### src/design/sqe_pkg.sv
package sqe_pkg;

	// sprite table size; indexes at or above it are dropped
	localparam int SPRITE_COUNT = 16;
	// half-width 0.033 in Q16.16
	localparam int HALF_WIDTH_Q = 2163;
	// queue between front and back
	localparam int QUEUE_DEPTH = 2;

	// configuration register indexes
	localparam logic [2:0] REG_CAMERA_X = 3'd0;
	localparam logic [2:0] REG_CAMERA_Y = 3'd1;
	localparam logic [2:0] REG_CAMERA_Z = 3'd2;
	localparam logic [2:0] REG_VIEW_X   = 3'd3;
	localparam logic [2:0] REG_VIEW_Y   = 3'd4;
	localparam logic [2:0] REG_VIEW_Z   = 3'd5;
	localparam logic [2:0] REG_MASK     = 3'd6;

	typedef struct packed {
		logic signed [31:0] pos_x;
		logic signed [31:0] pos_y;
		logic signed [31:0] pos_z;
		logic signed [31:0] fall_x;
		logic signed [31:0] fall_y;
		logic signed [31:0] fall_z;
		logic signed [7:0]  sprite;
	} streak_t;

	typedef struct packed {
		logic [1:0]         corner;
		logic signed [31:0] vertex_x;
		logic signed [31:0] vertex_y;
		logic signed [31:0] vertex_z;
		logic signed [31:0] depth_key;
		logic [3:0]         sprite_out;
		logic               last;
	} vertex_t;

	typedef struct packed {
		logic signed [31:0] camera_x;
		logic signed [31:0] camera_y;
		logic signed [31:0] camera_z;
		logic signed [31:0] view_x;
		logic signed [31:0] view_y;
		logic signed [31:0] view_z;
		logic [15:0]        sprite_valid_mask;
	} cfg_t;

	// one kept streak, handed from front to back
	typedef struct packed {
		logic [29:0]        a_n;      // |dy| normalised
		logic [29:0]        b_n;      // |dx| normalised
		logic               dy_neg;
		logic               dx_pos;
		logic signed [31:0] pos_x;
		logic signed [31:0] pos_y;
		logic signed [31:0] pos_z;
		logic signed [32:0] hx;       // floor(1.75 * fall)
		logic signed [32:0] hy;
		logic signed [32:0] hz;
		logic signed [31:0] depth_key;
		logic [3:0]         sprite;
	} job_t;

endpackage

### src/design/sqe_fifo.sv
module sqe_fifo import sqe_pkg::*; (
	input  logic clk,
	input  logic arst_n,
	input  logic wr,
	input  job_t wr_data,
	output logic full,
	input  logic rd,
	output job_t rd_data,
	output logic empty
);

	localparam int PW = $clog2(QUEUE_DEPTH);

	job_t            mem_q [QUEUE_DEPTH];
	logic [PW-1:0]   wp_q, rp_q;
	logic [PW:0]     cnt_q;
	logic            do_wr, do_rd;

	assign full    = (cnt_q == (PW+1)'(QUEUE_DEPTH));
	assign empty   = (cnt_q == '0);
	assign do_wr   = wr && !full;
	assign do_rd   = rd && !empty;
	assign rd_data = mem_q[rp_q];

	always_ff @(posedge clk or negedge arst_n) begin
		if (!arst_n) begin
			wp_q  <= '0;
			rp_q  <= '0;
			cnt_q <= '0;
		end else begin
			if (do_wr) wp_q <= (wp_q == PW'(QUEUE_DEPTH-1)) ? '0 : wp_q + 1'b1;
			if (do_rd) rp_q <= (rp_q == PW'(QUEUE_DEPTH-1)) ? '0 : rp_q + 1'b1;
			if (do_wr && !do_rd)
				cnt_q <= cnt_q + 1'b1;
			else if (do_rd && !do_wr)
				cnt_q <= cnt_q - 1'b1;
		end
	end

	always_ff @(posedge clk) begin
		if (do_wr) mem_q[wp_q] <= wr_data;
	end

endmodule

### config.mk
export PLATFORM = sky130hd
export DESIGN_NAME = sqe_fifo
export DESIGN_NICKNAME = d
export VERILOG_FILES = /design/src/design/sqe_pkg.sv /design/src/design/sqe_fifo.sv
export SDC_FILE = /design/constraint.sdc
export NUM_CORES = 1
export LEC_CHECK = 0
export ABC_AREA = 1
export BUFFER_PORTS_ARGS = -buffer_cell sky130_fd_sc_hd__buf_4
export CORE_MARGIN = 5
export CORE_UTILIZATION = 40
export CTS_CLUSTER_DIAMETER = 150
export CTS_CLUSTER_SIZE = 24
export DETAILED_ROUTE_END_ITERATION = 10
export PLACE_DENSITY = 0.76
export SETUP_SLACK_MARGIN = 0.2
export SYNTH_ARGS = -nofsm -noshare
export SYNTH_HDL_FRONTEND = slang
export SYNTH_SLANG_ARGS = --single-unit
### constraint.sdc
create_clock -name clk -period 21.7 [get_ports clk]
set_clock_uncertainty 0.1 [all_clocks]
set_input_delay 6.51 -clock clk [delete_from_list [all_inputs] [get_ports clk]]
set_output_delay 6.51 -clock clk [all_outputs]
set_load 0.05 [all_outputs]
==> results.json <==
{
  "drt-total-wl_microns": 53840,
  "critPathTopFamily": "buffers and inverters",
  "finalSetupTns_ns": 0,
  "max_freq_mhz": 97.83,
  "syn_nets": 1860,
  "start_util_pct": 40.25,
  "dieHeight_microns": 242.5,
  "nets": 2428,
  "required_ns": 15.09,
  "ys_seq_area_share_pct": 81.86,
  "slowest_stage": "buf_4",
  "cts.sinks": 590,
  "cp.depth": 5,
  "synthDistinctLibCells": 16,
  "ir_drop_v": 0.0001460,
  "netlist_area_sq_mm": 0.02162,
  "power_leakage_nw": 11.47,
  "ys_seq_elements": 590,
  "tritoncts": "built",
  "overflow": 0,
  "critPathLaunchType": "flip-flop",
  "timing.final.hold_violations": 0,
  "die_area_sq_mm": 0.05880,
  "min_path_cells": 2,
  "rows": 85,
  "max_slew_margin_pct": 21.98,
  "status": "completed",
  "route.vias.total": 13390,
  "grt_antenna_before_repair": 4,
  "drt-initial-drc-count": 825,
  "power.density_mw_per_mm2": 162.7,
  "r2r_cells": 6,
  "cts_max_path_buffers": 3,
  "dp_slack_ns": 11.72,
  "io_pins": 592,
  "post-route-util_pct": 50.90,
  "crit_top_cell": "buf_4",
  "htreeDepth": 1,
  "worst-path-buf-inv": 3,
  "clockRootBuffer": "clkbuf_16",
  "worstSetupPathType": "flip-flop to primary output",
  "gp_congestion": 0.8316,
  "mostFrequentLayoutCell": "nand2_1",
  "port_buffers": 591,
  "detail-route-antenna-nets": 0,
  "n_fill_cell": 4437,
  "die_x_microns": 242.5,
  "cts-resized-gates": 0,
  "drc": 0,
  "dp_hpwl_microns": 36940,
  "max-cap-violations": 0,
  "synth_cells": 1562,
  "cts_buffers": 28,
  "post_cts_buffers": 0,
  "rsz0062_at_grt": "false",
  "post-route-period-util_pct": 47.10,
  "cts_hold_buf": 0,
  "crit_path_end_kind": "primary output",
  "place_inst": 2796,
  "gr-usage-all-layers_pct": 17.30,
  "seq_area_sq_mm": 0.01770,
  "layout_common_cells": "nand2_1 (888), buf_4 (603), edfxtp_1 (586)",
  "via_per_inst": 4.712,
  "insertion_delay_ns": 0.60,
  "yosys_warnings": 0,
  "crit_chain": "buf_4 > buf_4 > nand2_1 > nand2_1 > buf_4",
  "critPathMaxFanout": 86,
  "path_clk_slew_ns": 0.10,
  "layout_setup_ws_ns": 11.48,
  "worst_slew_pin_slew_ns": 1.170,
  "cp.arrival_ns": 3.61,
  "slew_violations": 0,
  "worst_hold_path_type": "flip-flop to flip-flop",
  "grt_pass1_vias": 13460,
  "setup_viol": 0,
  "avgRoutedWirePerCell_microns": 18.95,
  "timing.hold.ws_ns": 0.4013,
  "layout_min_cycle_time_ns": 10.22,
  "postSynthAreaPerCell_sq_um": 13.84,
  "multi_input_area_sq_mm": 0.003406,
  "firstDrtPassIters": 5,
  "grt_pass1_wl_microns": 80140,
  "drive_above_1_share_pct": 29.74,
  "area_delta_synth_final_pct": 26.45,
  "coreArea_sq_mm": 0.05371,
  "slowest_delay_ns": 0.83,
  "fin_cells": 2841,
  "grt_start_max_net_pins": 120
}
worst register-to-register path: cells and delay by family (launching register included):
kind / cells / cell delay, ns
AND/OR/NAND/NOR: 3 / 0.45
buffers and inverters: 3 / 2.39
flip-flops: 1 / 0.49
area by class of cell:
| class | instances | area share (%) |
|---|---|---|
| Clock buffer | 41 | 2.819 |
| Sequential cell | 590 | 64.75 |
| Clock inverter | 1 | 0.04119 |
| Timing Repair Buffer | 603 | 16.56 |
| Multi-Input combinational cell | 899 | 12.46 |
| Antenna cell | 3 | 0.02746 |
| Tap cell | 696 | 3.185 |
| Inverter | 8 | 0.1648 |
sequential cells by signal, summed over array words and instances (netlist names):
name / count
mem_q: 586
cnt_q: 2
rp_q: 1
wp_q: 1
cell families (layout without fill, tap and decap cells):
| kind of cell | after synthesis | after routing | share of synthesized area [%] |
|---|---|---|---|
| flip-flops | 590 | 590 | 81.86 |
| other | 0 | 3 | 0 |
| AO/OA/AOI/OAI | 2 | 2 | 0.04630 |
| adder cells (fa/ha/maj) | 1 | 1 | 0.05786 |
| buffers and inverters | 73 | 653 | 2.425 |
| AND/OR/NAND/NOR | 895 | 895 | 15.57 |
| XOR/XNOR | 1 | 1 | 0.04052 |
layer usage:
metal  track usage (%)  routed length, microns  up-vias
met5                 0                      13        -
met4             6.093                    1972        2
met3             4.755                    4558      103
met1             20.17                   19350     6389
met2             30.83                   27950      511
li1                  -                       -     6381
report_power, final:
part,total (mW),leakage (nW),switching [mW],internal [mW]
logic,2.25,5.59,1.72,0.533
clock network,0.577,0.378,0.330,0.247
registers,1.62,5.50,0.0653,1.55
total,4.45,11.5,2.12,2.33
synthesized netlist by cell type:
| cell type | n | area [sq um] |
|---|---|---|
| inv_4 | 1 | 6.260 |
| buf_2 | 30 | 150.1 |
| buf_6 | 23 | 259.0 |
| nand3_1 | 1 | 5.000 |
| buf_4 | 10 | 75.07 |
| nand4_1 | 1 | 6.260 |
| nand2_1 | 888 | 3333 |
| ha_1 | 1 | 12.51 |
| o21ai_0 | 2 | 10.01 |
| nor2_1 | 4 | 15.01 |
| edfxtp_1 | 586 | 17600 |
| clkbuf_1 | 2 | 7.510 |
| inv_1 | 7 | 26.28 |
| xnor2_1 | 1 | 8.760 |
| nand3b_1 | 1 | 7.510 |
| dfrtp_1 | 4 | 100.1 |
stage by stage:
step / total power [mW] / cell area [sq um]
after floorplan: 3.300 / 21620
after global placement: 3.891 / 26550
after detailed placement: 3.922 / 26550
after CTS: 4.496 / 27330
after global routing: 4.649 / 27340
final: 4.449 / 27340
final timing paths:
path                            startpoint             to  slack, ns
min in group asynchronous           arst_n           wp_q       5.58
worst max-delay path                  rp_q   rd_data[152]      11.48
worst max register to register    cnt_q[0]  mem_q[0][144]      17.76
worst min-delay path                  wp_q           wp_q       0.40
max in group asynchronous           arst_n           rp_q      15.79
worst min register to register        wp_q           wp_q       0.40
Power figures use the tool's default switching activity.
